**src/hw/rtl/disk_scan_scheduler_top_macros.svh**
```systemverilog
// ----------------------------------------------------------------------------
// Assertion macros for the disk scan scheduler
// Concurrent assertion shorthands clocked on clk_i and disabled in reset.
// ----------------------------------------------------------------------------
`ifndef DISK_SCAN_SCHEDULER_TOP_MACROS_SVH
`define DISK_SCAN_SCHEDULER_TOP_MACROS_SVH

`ifndef NO_ASSERTIONS
// same-cycle implication
`define DSS_ASSERT_IMP(lbl, ante, cons) \
  lbl: assert property (@(posedge clk_i) disable iff (!rst_ni) (ante) |-> (cons)) \
    else $error("disk_scan_scheduler: same-cycle check failed");
// next-cycle implication
`define DSS_ASSERT_NXT(lbl, ante, cons) \
  lbl: assert property (@(posedge clk_i) disable iff (!rst_ni) (ante) |=> (cons)) \
    else $error("disk_scan_scheduler: next-cycle check failed");
`else
`define DSS_ASSERT_IMP(lbl, ante, cons)
`define DSS_ASSERT_NXT(lbl, ante, cons)
`endif

`endif

```
**src/hw/rtl/dss_pkg.sv**
```systemverilog
// ----------------------------------------------------------------------------
// dss_pkg
// Widths, entry type, cell control and sort key for the disk scan scheduler.
// ----------------------------------------------------------------------------
package dss_pkg;

  localparam int MAX_REQ  = 64;
  localparam int TRACK_W  = 13;
  localparam int SECTOR_W = 14;
  localparam int KEY_W    = TRACK_W + 1;
  localparam int CNT_W    = $clog2(MAX_REQ + 1);
  localparam int SEEK_W   = 15;
  localparam int TOTAL_W  = 21;
  localparam int STEP_W   = $clog2(TOTAL_W + 1);

  localparam logic [TRACK_W-1:0] HEAD_START_RST = TRACK_W'(2500);

  typedef struct packed {
    logic [TRACK_W-1:0]  track;
    logic [SECTOR_W-1:0] sector;
  } entry_t;

  typedef enum logic [1:0] {
    CELL_HOLD,
    CELL_LOAD,
    CELL_SORT,
    CELL_SHIFT
  } cell_op_e;

  typedef struct packed {
    cell_op_e           op;
    logic               parity;     // odd/even round of the transposition sort
    logic [TRACK_W-1:0] head_start;
  } cell_ctrl_t;

  // Ascending key gives the elevator order: upward sweep first in rising
  // track order, then the downward sweep in falling track order.
  function automatic logic [KEY_W-1:0] sort_key(input logic [TRACK_W-1:0] track,
                                                input logic [TRACK_W-1:0] head);
    logic down;
    down = track < head;
    return {down, down ? ~track : track};
  endfunction

endpackage

```
**src/hw/rtl/disk_scan_scheduler_top.sv**
```systemverilog
// ----------------------------------------------------------------------------
// disk_scan_scheduler_top
// Elevator (SCAN) disk request scheduler built on a chain of sorting cells.
// ----------------------------------------------------------------------------
// Requests are taken one per cycle, while in_stall_o is low, into a 64-slot
// chain; a request beyond the capacity is dropped and the batch reports
// overflow. The request marked last starts the schedule: rounds of odd/even
// compare-exchange in the chain put the batch into elevator order around
// head_start, then one result per cycle leaves slot 0 while the output is
// taken. The final result waits for the bit-serial divider that forms the
// mean seek time. No input is taken from the last request until the final
// result is registered. The chain needs no clearing after reset.
// head_start should only be written between batches.
`include "disk_scan_scheduler_top_macros.svh"

module disk_scan_scheduler_top (
  input  logic                         clk_i,
  input  logic                         rst_ni,
  input  logic                         cfg_we_i,
  input  logic [dss_pkg::TRACK_W-1:0]  cfg_wdata_i,
  input  logic                         in_valid_i,
  output logic                         in_stall_o,
  input  logic [dss_pkg::TRACK_W-1:0]  track_i,
  input  logic [dss_pkg::SECTOR_W-1:0] sector_i,
  input  logic                         last_i,
  output logic                         out_valid_o,
  input  logic                         out_stall_i,
  output logic [dss_pkg::TRACK_W-1:0]  served_track_o,
  output logic [dss_pkg::SECTOR_W-1:0] served_sector_o,
  output logic [dss_pkg::TRACK_W-1:0]  move_distance_o,
  output logic [dss_pkg::SEEK_W-1:0]   seek_time_o,
  output logic [dss_pkg::SEEK_W-1:0]   average_seek_o,
  output logic                         overflow_o,
  output logic                         final_res_o
);
  import dss_pkg::*;

  typedef enum logic [1:0] {
    ST_LOAD,
    ST_SORT,
    ST_EMIT,
    ST_DIVIDE
  } state_e;

  state_e              state_q;
  logic [CNT_W-1:0]    count_q;
  logic                dropped_q;
  logic [CNT_W-1:0]    round_q;
  logic [CNT_W-1:0]    emit_q;
  logic [TRACK_W-1:0]  head_q;
  logic [TOTAL_W-1:0]  total_q;
  logic [TRACK_W-1:0]  head_start_q;

  logic                out_valid_q;
  logic [TRACK_W-1:0]  out_track_q;
  logic [SECTOR_W-1:0] out_sector_q;
  logic [TRACK_W-1:0]  out_dist_q;
  logic [SEEK_W-1:0]   out_seek_q;
  logic [SEEK_W-1:0]   out_avg_q;
  logic                out_ovf_q;
  logic                out_final_q;

  logic                in_take;
  logic                has_room;
  logic                out_free;
  logic                emit_fire;
  logic                last_emit;
  logic [TRACK_W-1:0]  move_dist;
  logic [SEEK_W-1:0]   seek;
  logic [TOTAL_W-1:0]  total_sum;
  logic                div_done;
  logic [TOTAL_W-1:0]  div_quo;

  cell_ctrl_t          ctrl;
  entry_t              load_data;
  entry_t              cell_entry [MAX_REQ];
  logic                cell_lt    [MAX_REQ];
  entry_t              head_entry;

  assign in_stall_o = state_q != ST_LOAD;
  assign in_take    = in_valid_i && (state_q == ST_LOAD);
  assign has_room   = count_q < CNT_W'(MAX_REQ);
  assign out_free   = !out_valid_q || !out_stall_i;
  assign emit_fire  = (state_q == ST_EMIT) && out_free;
  assign last_emit  = emit_q == (count_q - CNT_W'(1));

  assign head_entry = cell_entry[0];
  assign move_dist  = (head_entry.track >= head_q) ? head_entry.track - head_q
                                                   : head_q - head_entry.track;
  assign seek       = SEEK_W'(move_dist) + SEEK_W'(head_entry.sector);
  assign total_sum  = total_q + TOTAL_W'(seek);

  assign load_data.track  = track_i;
  assign load_data.sector = sector_i;

  always_comb begin
    ctrl.parity     = round_q[0];
    ctrl.head_start = head_start_q;
    if (in_take && has_room)     ctrl.op = CELL_LOAD;
    else if (state_q == ST_SORT) ctrl.op = CELL_SORT;
    else if (emit_fire)          ctrl.op = CELL_SHIFT;
    else                         ctrl.op = CELL_HOLD;
  end

  for (genvar i = 0; i < MAX_REQ; i++) begin : g_cell
    entry_t left_e, right_e;
    logic   right_lt;
    logic   lt_en;

    if (i == 0) begin : g_first
      assign left_e = '0;
      assign lt_en  = 1'b0;
    end else begin : g_mid
      assign left_e = cell_entry[i-1];
      assign lt_en  = CNT_W'(i) < count_q;
    end

    if (i == MAX_REQ - 1) begin : g_last
      assign right_e  = '0;
      assign right_lt = 1'b0;
    end else begin : g_inner
      assign right_e  = cell_entry[i+1];
      assign right_lt = cell_lt[i+1];
    end

    dss_cell u_cell (
      .clk_i       (clk_i),
      .ctrl_i      (ctrl),
      .load_en_i   (count_q == CNT_W'(i)),
      .pair_right_i(1'(i % 2)),
      .lt_en_i     (lt_en),
      .load_data_i (load_data),
      .left_i      (left_e),
      .right_i     (right_e),
      .right_lt_i  (right_lt),
      .entry_o     (cell_entry[i]),
      .lt_o        (cell_lt[i])
    );
  end

  dss_div u_div (
    .clk_i     (clk_i),
    .rst_ni    (rst_ni),
    .start_i   (emit_fire && last_emit),
    .dividend_i(total_sum),
    .divisor_i (count_q),
    .done_o    (div_done),
    .quotient_o(div_quo)
  );

  always_ff @(posedge clk_i or negedge rst_ni) begin
    if (!rst_ni) begin
      state_q      <= ST_LOAD;
      count_q      <= '0;
      dropped_q    <= 1'b0;
      round_q      <= '0;
      emit_q       <= '0;
      head_q       <= '0;
      total_q      <= '0;
      head_start_q <= HEAD_START_RST;
      out_valid_q  <= 1'b0;
      out_track_q  <= '0;
      out_sector_q <= '0;
      out_dist_q   <= '0;
      out_seek_q   <= '0;
      out_avg_q    <= '0;
      out_ovf_q    <= 1'b0;
      out_final_q  <= 1'b0;
    end else begin
      if (cfg_we_i) head_start_q <= cfg_wdata_i;
      if (out_valid_q && !out_stall_i) out_valid_q <= 1'b0;

      unique case (state_q)
        ST_LOAD: begin
          if (in_take) begin
            if (has_room) count_q <= count_q + CNT_W'(1);
            else          dropped_q <= 1'b1;
            if (last_i) begin
              state_q <= ST_SORT;
              round_q <= '0;
            end
          end
        end
        ST_SORT: begin
          round_q <= round_q + CNT_W'(1);
          if (round_q == count_q - CNT_W'(1)) begin
            state_q <= ST_EMIT;
            emit_q  <= '0;
            head_q  <= head_start_q;
            total_q <= '0;
          end
        end
        ST_EMIT: begin
          if (out_free) begin
            out_track_q  <= head_entry.track;
            out_sector_q <= head_entry.sector;
            out_dist_q   <= move_dist;
            out_seek_q   <= seek;
            out_ovf_q    <= dropped_q;
            out_avg_q    <= '0;
            head_q       <= head_entry.track;
            total_q      <= total_sum;
            if (last_emit) begin
              // final result is held back until the mean is ready
              out_valid_q <= 1'b0;
              out_final_q <= 1'b1;
              state_q     <= ST_DIVIDE;
            end else begin
              out_valid_q <= 1'b1;
              out_final_q <= 1'b0;
              emit_q      <= emit_q + CNT_W'(1);
            end
          end
        end
        ST_DIVIDE: begin
          if (div_done) begin
            out_avg_q   <= div_quo[SEEK_W-1:0];
            out_valid_q <= 1'b1;
            count_q     <= '0;
            dropped_q   <= 1'b0;
            state_q     <= ST_LOAD;
          end
        end
        default: state_q <= ST_LOAD;
      endcase
    end
  end

  assign out_valid_o     = out_valid_q;
  assign served_track_o  = out_track_q;
  assign served_sector_o = out_sector_q;
  assign move_distance_o = out_dist_q;
  assign seek_time_o     = out_seek_q;
  assign average_seek_o  = out_avg_q;
  assign overflow_o      = out_ovf_q;
  assign final_res_o     = out_final_q;

  `DSS_ASSERT_IMP(a_sort_has_requests, state_q == ST_SORT, count_q != '0)
  `DSS_ASSERT_IMP(a_emit_in_range, state_q == ST_EMIT, emit_q < count_q)
  `DSS_ASSERT_IMP(a_divide_holds_output, state_q == ST_DIVIDE, !out_valid_q)
  `DSS_ASSERT_IMP(a_avg_only_final, out_valid_q && !out_final_q, out_avg_q == '0)

endmodule

```
**src/hw/rtl/dss_cell.sv**
```systemverilog
// ----------------------------------------------------------------------------
// dss_cell
// One slot of the request chain: loads, compare-exchanges with a neighbor
// during the sort, and shifts toward slot 0 while results are drained.
// ----------------------------------------------------------------------------
module dss_cell (
  input  logic                clk_i,
  input  dss_pkg::cell_ctrl_t ctrl_i,
  input  logic                load_en_i,
  input  logic                pair_right_i,
  input  logic                lt_en_i,      // this slot and its left neighbor hold requests
  input  dss_pkg::entry_t     load_data_i,
  input  dss_pkg::entry_t     left_i,
  input  dss_pkg::entry_t     right_i,
  input  logic                right_lt_i,
  output dss_pkg::entry_t     entry_o,
  output logic                lt_o
);
  import dss_pkg::*;

  entry_t entry_q, entry_d;

  // strict compare keeps equal tracks in arrival order
  assign lt_o = lt_en_i &&
                (sort_key(entry_q.track, ctrl_i.head_start) <
                 sort_key(left_i.track, ctrl_i.head_start));

  always_comb begin
    entry_d = entry_q;
    case (ctrl_i.op)
      CELL_LOAD: begin
        if (load_en_i) entry_d = load_data_i;
      end
      CELL_SORT: begin
        if (pair_right_i == ctrl_i.parity) begin
          if (right_lt_i) entry_d = right_i;
        end else if (lt_o) begin
          entry_d = left_i;
        end
      end
      CELL_SHIFT: entry_d = right_i;
      default:    entry_d = entry_q;
    endcase
  end

  always_ff @(posedge clk_i) begin
    entry_q <= entry_d;
  end

  assign entry_o = entry_q;

endmodule

```
**src/hw/rtl/dss_div.sv**
```systemverilog
// ----------------------------------------------------------------------------
// dss_div
// Restoring divider, one quotient bit per cycle, for the mean seek time.
// ----------------------------------------------------------------------------
`include "disk_scan_scheduler_top_macros.svh"

module dss_div (
  input  logic                        clk_i,
  input  logic                        rst_ni,
  input  logic                        start_i,
  input  logic [dss_pkg::TOTAL_W-1:0] dividend_i,
  input  logic [dss_pkg::CNT_W-1:0]   divisor_i,
  output logic                        done_o,
  output logic [dss_pkg::TOTAL_W-1:0] quotient_o
);
  import dss_pkg::*;

  logic               busy_q;
  logic               done_q;
  logic [STEP_W-1:0]  step_q;
  logic [CNT_W-1:0]   div_q;
  logic [CNT_W-1:0]   rem_q;
  logic [TOTAL_W-1:0] quo_q;

  logic [CNT_W:0]     trial;
  logic               fits;

  assign trial = {rem_q, quo_q[TOTAL_W-1]};
  assign fits  = trial >= {1'b0, div_q};

  always_ff @(posedge clk_i or negedge rst_ni) begin
    if (!rst_ni) begin
      busy_q <= 1'b0;
      done_q <= 1'b0;
      step_q <= '0;
      div_q  <= '0;
      rem_q  <= '0;
      quo_q  <= '0;
    end else begin
      done_q <= 1'b0;
      if (start_i) begin
        busy_q <= 1'b1;
        step_q <= '0;
        div_q  <= divisor_i;
        rem_q  <= '0;
        quo_q  <= dividend_i;
      end else if (busy_q) begin
        rem_q  <= fits ? CNT_W'(trial - {1'b0, div_q}) : CNT_W'(trial);
        quo_q  <= {quo_q[TOTAL_W-2:0], fits};
        step_q <= step_q + STEP_W'(1);
        if (step_q == STEP_W'(TOTAL_W - 1)) begin
          busy_q <= 1'b0;
          done_q <= 1'b1;
        end
      end
    end
  end

  assign done_o     = done_q;
  assign quotient_o = quo_q;

  `DSS_ASSERT_NXT(a_div_busy_after_start, start_i, busy_q)
  `DSS_ASSERT_IMP(a_div_done_idle, done_q, !busy_q)
  `DSS_ASSERT_NXT(a_div_done_pulse, done_q, !done_q)

endmodule
```
**config.mk**
```make
export PLATFORM = sky130hd
export DESIGN_NAME = disk_scan_scheduler_top
export DESIGN_NICKNAME = d
export VERILOG_FILES = /design/src/hw/rtl/dss_pkg.sv /design/src/hw/rtl/disk_scan_scheduler_top.sv /design/src/hw/rtl/dss_cell.sv /design/src/hw/rtl/dss_div.sv
export VERILOG_INCLUDE_DIRS = /design/src /design/src/hw/rtl
export SDC_FILE = /design/constraint.sdc
export NUM_CORES = 2
export LEC_CHECK = 0
export BUFFER_PORTS_ARGS = -buffer_cell sky130_fd_sc_hd__buf_2
export CAP_MARGIN = 40
export CORE_ASPECT_RATIO = 0.7
export CORE_MARGIN = 8
export CORE_UTILIZATION = 35
export DETAILED_ROUTE_END_ITERATION = 10
export PLACE_DENSITY_LB_ADDON = 0.2
export SYNTH_ARGS = -nofsm -noshare
export SYNTH_HDL_FRONTEND = slang
export SYNTH_SLANG_ARGS = --single-unit
```
**constraint.sdc**
```tcl
create_clock -name clk_i -period 16.05 [get_ports clk_i]
set_clock_uncertainty 0.15 [all_clocks]
set_input_delay 0.8025 -clock clk_i [delete_from_list [all_inputs] [get_ports clk_i]]
set_output_delay 0.8025 -clock clk_i [all_outputs]
set_load 0.01 [all_outputs]
```
# Word level (Yosys, flattened, before mapping)
# Cells that the tools add are included.
# classes
n_addsub,10
order_cmp,193
eq_ne,211
muxes,436
bitwise,64
n_reduce_logical,152
# op_table
op,n
2-to-1 mux 27 bit,254
case mux 27 bit (3 select lines),64
less-than comparator 14 bit,63
2-to-1 mux 13 bit,67
less-than comparator 13 bit,64
inverter 13 bit,64
AND reduction 4 bit,67
"equality test 7 x 6 -> 1 bit, second input constant",32
"less-than comparator 6 x 7 -> 1 bit, first input constant",32
"inequality test 3 bit, second input constant",62
"inequality test 2 x 1 -> 1 bit, second input constant",66
"equality test 7 x 5 -> 1 bit, second input constant",16
"less-than comparator 5 x 7 -> 1 bit, first input constant",16
2-to-1 mux 21 bit,4
2-to-1 mux 7 bit,11
logical AND 1 bit,68
"equality test 7 x 4 -> 1 bit, second input constant",8
"less-than comparator 4 x 7 -> 1 bit, first input constant",8
case mux 21 bit (2 select lines),1
case mux 7 bit (2 select lines),3
2-to-1 mux 15 bit,2
case mux 15 bit (2 select lines),1
"equality test 7 x 3 -> 1 bit, second input constant",4
"less-than comparator 3 x 7 -> 1 bit, first input constant",4
35 further kinds,85
# totals
reg_bits,1914
input_bits,46
output_inout_bits,74

# Logic depth before layout (Yosys ltp)
# depth
ltp_word,9
ltp_mapped,29
mapped_depth_nobuf,28

# Modules after synthesis
# A second synthesis with hierarchy kept.
# hier_totals
hier_cells,18674
hier_area_um2,181238.8
# modules_own_cells
module,instances,cells_per_inst,area_per_inst_um2,seq_area_each_um2
dss_cell at g_cell[0].u_cell ...,62,271,2646.3,810.8
disk_scan_scheduler_top,1,1122,9820.7,3609.7
dss_cell at g_cell[9].u_cell,1,265,2630.0,810.8
dss_cell at g_cell[33].u_cell,1,260,2503.7,810.8
dss_div,1,225,2214.6,1051.0

# Worst setup path before layout
# Ideal clock, no wire load.
# synth_path
path_kind,reg2reg
start,register head_start_q[5]
end,register g_cell[1].u_cell.entry_q (netlist bit g_cell[1].u_cell.entry_o[0]) (enable)
setup_time_ns,0.497
arrival_time_ns,8.028
path_slack_ns,7.375
stages_incl_launch_ff,17
cell_sequence,dfrtp_1 -> inv_1 -> ha_1 -> and3_1 -> a2111oi_0 -> a21oi_1 -> nand2b_1 -> a21oi_1 -> clkbuf_1 -> xnor2_1 -> ha_1 -> nand4_1 -> nor3_1 -> a221oi_1 -> o211ai_1 -> or3_1 -> a2111oi_1
# synth_via
elab_chain_cells,6
elab_cells_between_ends,13
# synth_lines
element,line,text
from (decl),disk_scan_scheduler_top.sv:52,logic [TRACK_W-1:0] head_start_q;
from (signal assigned),disk_scan_scheduler_top.sv:170,if (cfg_we_i) head_start_q <= cfg_wdata_i;
less-than comparator 13 bit,dss_pkg.sv:41,down = track < head;
2-to-1 mux 13 bit,dss_pkg.sv:42,"return {down, down ? ~track : track};"
less-than comparator 14 bit,dss_cell.sv:25,"(sort_key(entry_q.track, ctrl_i.head_start) <"
logical AND 1 bit,dss_cell.sv:24,assign lt_o = lt_en_i &&
inequality test 3 bit (no line),--,
AND reduction 4 bit (no line) *,--,
to (signal assigned),dss_cell.sv:47,entry_q <= entry_d;
to (decl),dss_cell.sv:21,"entry_t entry_q, entry_d;"
# Mark *: on every way between the ends. The rest lies on a longest branch, timed or not.
# A chain may end at the register's enable or synchronous reset.

# Final worst setup path
# layout_path
start,register head_start_q[3]
end,register g_cell[60].u_cell.entry_q (netlist bit g_cell[60].u_cell.entry_o[26]) (enable)
# layout_via
elab_chain_cells,6
elab_cells_between_ends,13
# layout_lines
element,line
less-than comparator 13 bit,dss_pkg.sv:41
2-to-1 mux 13 bit,dss_pkg.sv:42
less-than comparator 14 bit,dss_cell.sv:25
logical AND 1 bit,dss_cell.sv:24
inequality test 3 bit (no line),--
AND reduction 4 bit (no line) *,--
to (signal assigned),dss_cell.sv:47
to (decl),dss_cell.sv:21
# Marked as above.

==> impl_metrics.csv <==
group,metric,value,unit
synthesis,synth_cell_types,99,
clocking,cts_max_path_buffers,4,
drt,routed_wl,559.4,mm
placed_design,pre_cts_slack,8.603,ns
synthesis,yosys.area.top_type,"edfxtp_1",
hold_path,hold_path.class,"in -> reg",
synthesis,netlist_area,0.1312,mm2
drt,detail_route.iter0.violations,16121,
die,core_region_area,0.3740,mm2
placed_design,replace_congestion,0.9417,
worst_setup_path,crit_fanout,27,
die,floorplan.rows,188,
clocking,clk-insertion-delay-late,0.98,ns
global_route,grt.overflow.total,0,
timing,worstMarginPinSlew,1.229,ns
drt,detail_route.first_pass.iterations,6,
finish,num-nets-final,13685,
drt,vias,111065,
timing,worst_slack,8.303,ns
die,dieWidth,747.8,um
worst_setup_path,start_kind,"flop",
synthesis,asyncSetResetFlopFracSynth,9.718,%
clocking,clkSlewWorstSetupHoldPaths,0.07,ns
global_route,grt_pass1_wl,796.3,mm
worst_setup_path,worst_path_dominant_cell_family,"buffers and inverters",
clocking,cts.root.buffer_cell,"clkbuf_16",
timing,rsz_0062_raised_after_global_routing,"no",
clocking,cts_made_buffers,205,
placed_design,detailed_place_hpwl,392.5,mm
placed_design,dp.cells,16696,
worst_setup_path,cp_data_required_time,16.46,ns
global_route,initial_antenna_violation_count,30,
worst_setup_path,crit_slowest_cell,"a2111oi_1",
synthesis,synthesis.area_per_instance,10.85,um2
die,die_h,528.3,um
clocking,post-cts-setup-buffers,0,
clocking,numClockSinks,1914,
die,num_io_pins,120,
synthesis,yosysMostFrequentCell,"edfxtp_1",
finish,areaGrowthSynthToFinish,11.03,%
global_route,combined_global_route_utilization_of_all_metal_layers,26.98,%
synthesis,synthCells,12097,
clocking,clock_tree_from_tritoncts,"yes",
finish,fill_cells,36123,
finish,final_layout_size_suffix_gt1_share,8.293,%
worst_setup_path,critical_path.cell_chain,"inv_4 -> buf_4 -> buf_4 -> ha_1 -> nor2_1 -> nor2_1 -> a2111oi_1 -> o21ai_0 -> a21oi_1 -> buf_4 -> xor2_1 -> inv_1 -> ha_1 -> a21oi_1 -> nor2b_1 -> o21ai_0 -> nand2b_1 -> a21oi_1 -> nor2_1 -> nor3_1 -> o22ai_1 -> nor3_2 -> buf_4",
drt,routed_via_density,6.503,
die,fp.dieArea,0.3951,mm2
outcome,status,"completed",
synthesis,yosys.area.top_type_share,39.55,%
synthesis,number_of_flops_mapped_to_enable_cells_by_yosys,1728,
timing,setup_viol,0,
timing,max_clock_freq,129.1,MHz
worst_setup_path,timing.critical_path.to_type,"flop",
global_route,via_count_of_the_first_global_routing_pass,106354,
global_route,grt_start_max_net_pins,171,
worst_setup_path,critical-path-top-cell-by-count,"buf_4",
timing,finalHoldViolations,0,
timing,timing.slew.headroom,18.06,%
synthesis,synth.area.top_cells,"edfxtp_1 40%, ha_1 16%, a221o_1 10%, dfrtp_1 3.5%, xor2_1 3.0%",
drt,route.detailed.wl_per_inst,32.75,um
synthesis,synth.ff_latch_count,1914,
synthesis,synth.net_count,13809,
clocking,clock_tree.htree_level_count,4,
timing,fin_hold_ws,0.05282,ns
synthesis,synth_common_cells,"1728 x edfxtp_1, 1661 x ha_1, 1317 x a221o_1, 925 x inv_1, 739 x nand2_1",
timing,finalCriticalPeriod,7.747,ns
worst_setup_path,cp.arrival,8.16,ns
run,drv_cap,0,
synthesis,synth-seq-area-share,43.10,%
timing,setup_total_negative_slack,0,ns
finish,layout.cells.non_filler,17080,
worst_setup_path,crit_buf_inv,6,
placed_design,buffer_ports.inserted,119,
die,floorplan.initialDensity,35.08,%
timing,layout_worst_path_cycle_share,48.27,%
clocking,cts-resized-gates,0,
worst_setup_path,max_stage_delay_on_crit_path,0.82,ns
worst_setup_path,timing_worst_setup_path_type,"reg -> reg",
timing,maxSlewViolCount,0,
synthesis,postSynth.topFlopCell,"edfxtp_1",
drt,route.antenna.remaining_nets,0,
drt,drc,0,
synthesis,yosysWarnings,0,
-- flip-flops by register name, indices dropped and copies added (netlist names), 13 cells and up --
name / cells
u_div.quotient_o: 21
served_sector_o: 14
head_start_q: 13
total_q: 21
head_q: 13
average_seek_o: 15
g_cell.u_cell.entry_o: 1728
seek_time_o: 15
move_distance_o: 13
served_track_o: 13
-- timing repair --
action / in CTS / in global routing
endpoints found under the setup margin: 0 / 0
hold endpoints to repair: 56 / 0
hold buffers: 3 / 0
-- per-layer routing --
layer	track usage (%)	wire length (um)	up-vias
li1	-	-	46735
met1	41.31	254300	56355
met2	36.40	217000	7067
met3	7.162	69310	892
met4	8.039	18660	16
met5	0	114	-
-- per-stage QoR --
| stage | cell area, um2 | util [%] |
|---|---|---|
| 5_1_grt | 145700 | 38.95 |
| 2_1_floorplan | 131200 | - |
| 4_1_cts | 145600 | 38.93 |
| 3_3_place_gp | 137800 | 36.84 |
| 3_5_place_dp | 139100 | 37.19 |
| 6_report | 145700 | 38.95 |
-- cell families after synthesis --
group,after synthesis,synth area share [%]
compound gates,3531,21.04
xor+xnor,899,6.032
fa+ha+maj,1666,15.91
buf+inv,1731,5.022
flops,1914,43.10
mux,56,0.4463
simple gates,2300,8.451
-- worst paths after layout --
path | start | to | slack (ns) | cells past startpoint
min in group asynchronous | rst_ni | u_div.quotient_o[7]$_DFFE_PN0P_ | 0.33 | 2
hold reg to reg | served_sector_o[13]$_DFFE_PN0P_ | served_sector_o[13]$_DFFE_PN0P_ | 0.33 | 2
max in group asynchronous | rst_ni | u_div.busy_q$_DFF_PN0_ | 14.13 | 3
setup reg to reg | head_start_q[3]$_DFFE_PN0P_ | g_cell[60].u_cell.entry_o[26]$_DFFE_PP_ | 8.30 | 23
setup / recovery | head_start_q[3]$_DFFE_PN0P_ | g_cell[60].u_cell.entry_o[26]$_DFFE_PP_ | 8.30 | 23
hold / removal | cfg_wdata_i[5] | head_start_q[5]$_DFFE_PN0P_ | 0.05 | 3
-- cells in the final DEF, fill, tap and decap left out, types with 35 or more instances in the layout --
master,count
a21o_1,335
mux2i_1,36
edfxtp_1,1728
nand2b_1,85
dfrtp_1,177
ha_1,1661
a21oi_1,553
a2111oi_0,37
buf_4,273
xnor2_1,444
a31oi_1,408
a221o_1,1317
a221oi_1,67
and3_1,62
nand3_1,492
clkbuf_16,209
a211oi_1,87
nor3_2,41
o21ai_0,376
clkbuf_1,46
nor3_1,80
inv_1,913
buf_2,124
o211ai_1,52
nand2_1,737
and4_1,35
nand4_1,153
xor2_1,452
o21a_1,50
nor2b_1,135
nor2_1,306
-- worst min-delay path, stage by stage --
cell and delay (ns):
buf_2 0.08, nand2_1 0.08, o21ai_0 0.09
-- final cells by class --
type                       count  area (um2)  area share, %
antenna                        9       22.52        0.01546
clock inverter               107        1023         0.7025
clock buffer                 258        5444          3.737
inverter                     925        3502          2.404
tap                         4940        6181          4.242
multi-input combinational   8452       68780          47.21
timing repair buffer         475        4187          2.874
sequential                  1914       56560          38.82
Power is not shown: default switching activity piles up to over one toggle a cycle in this logic, so the estimate is an artifact.
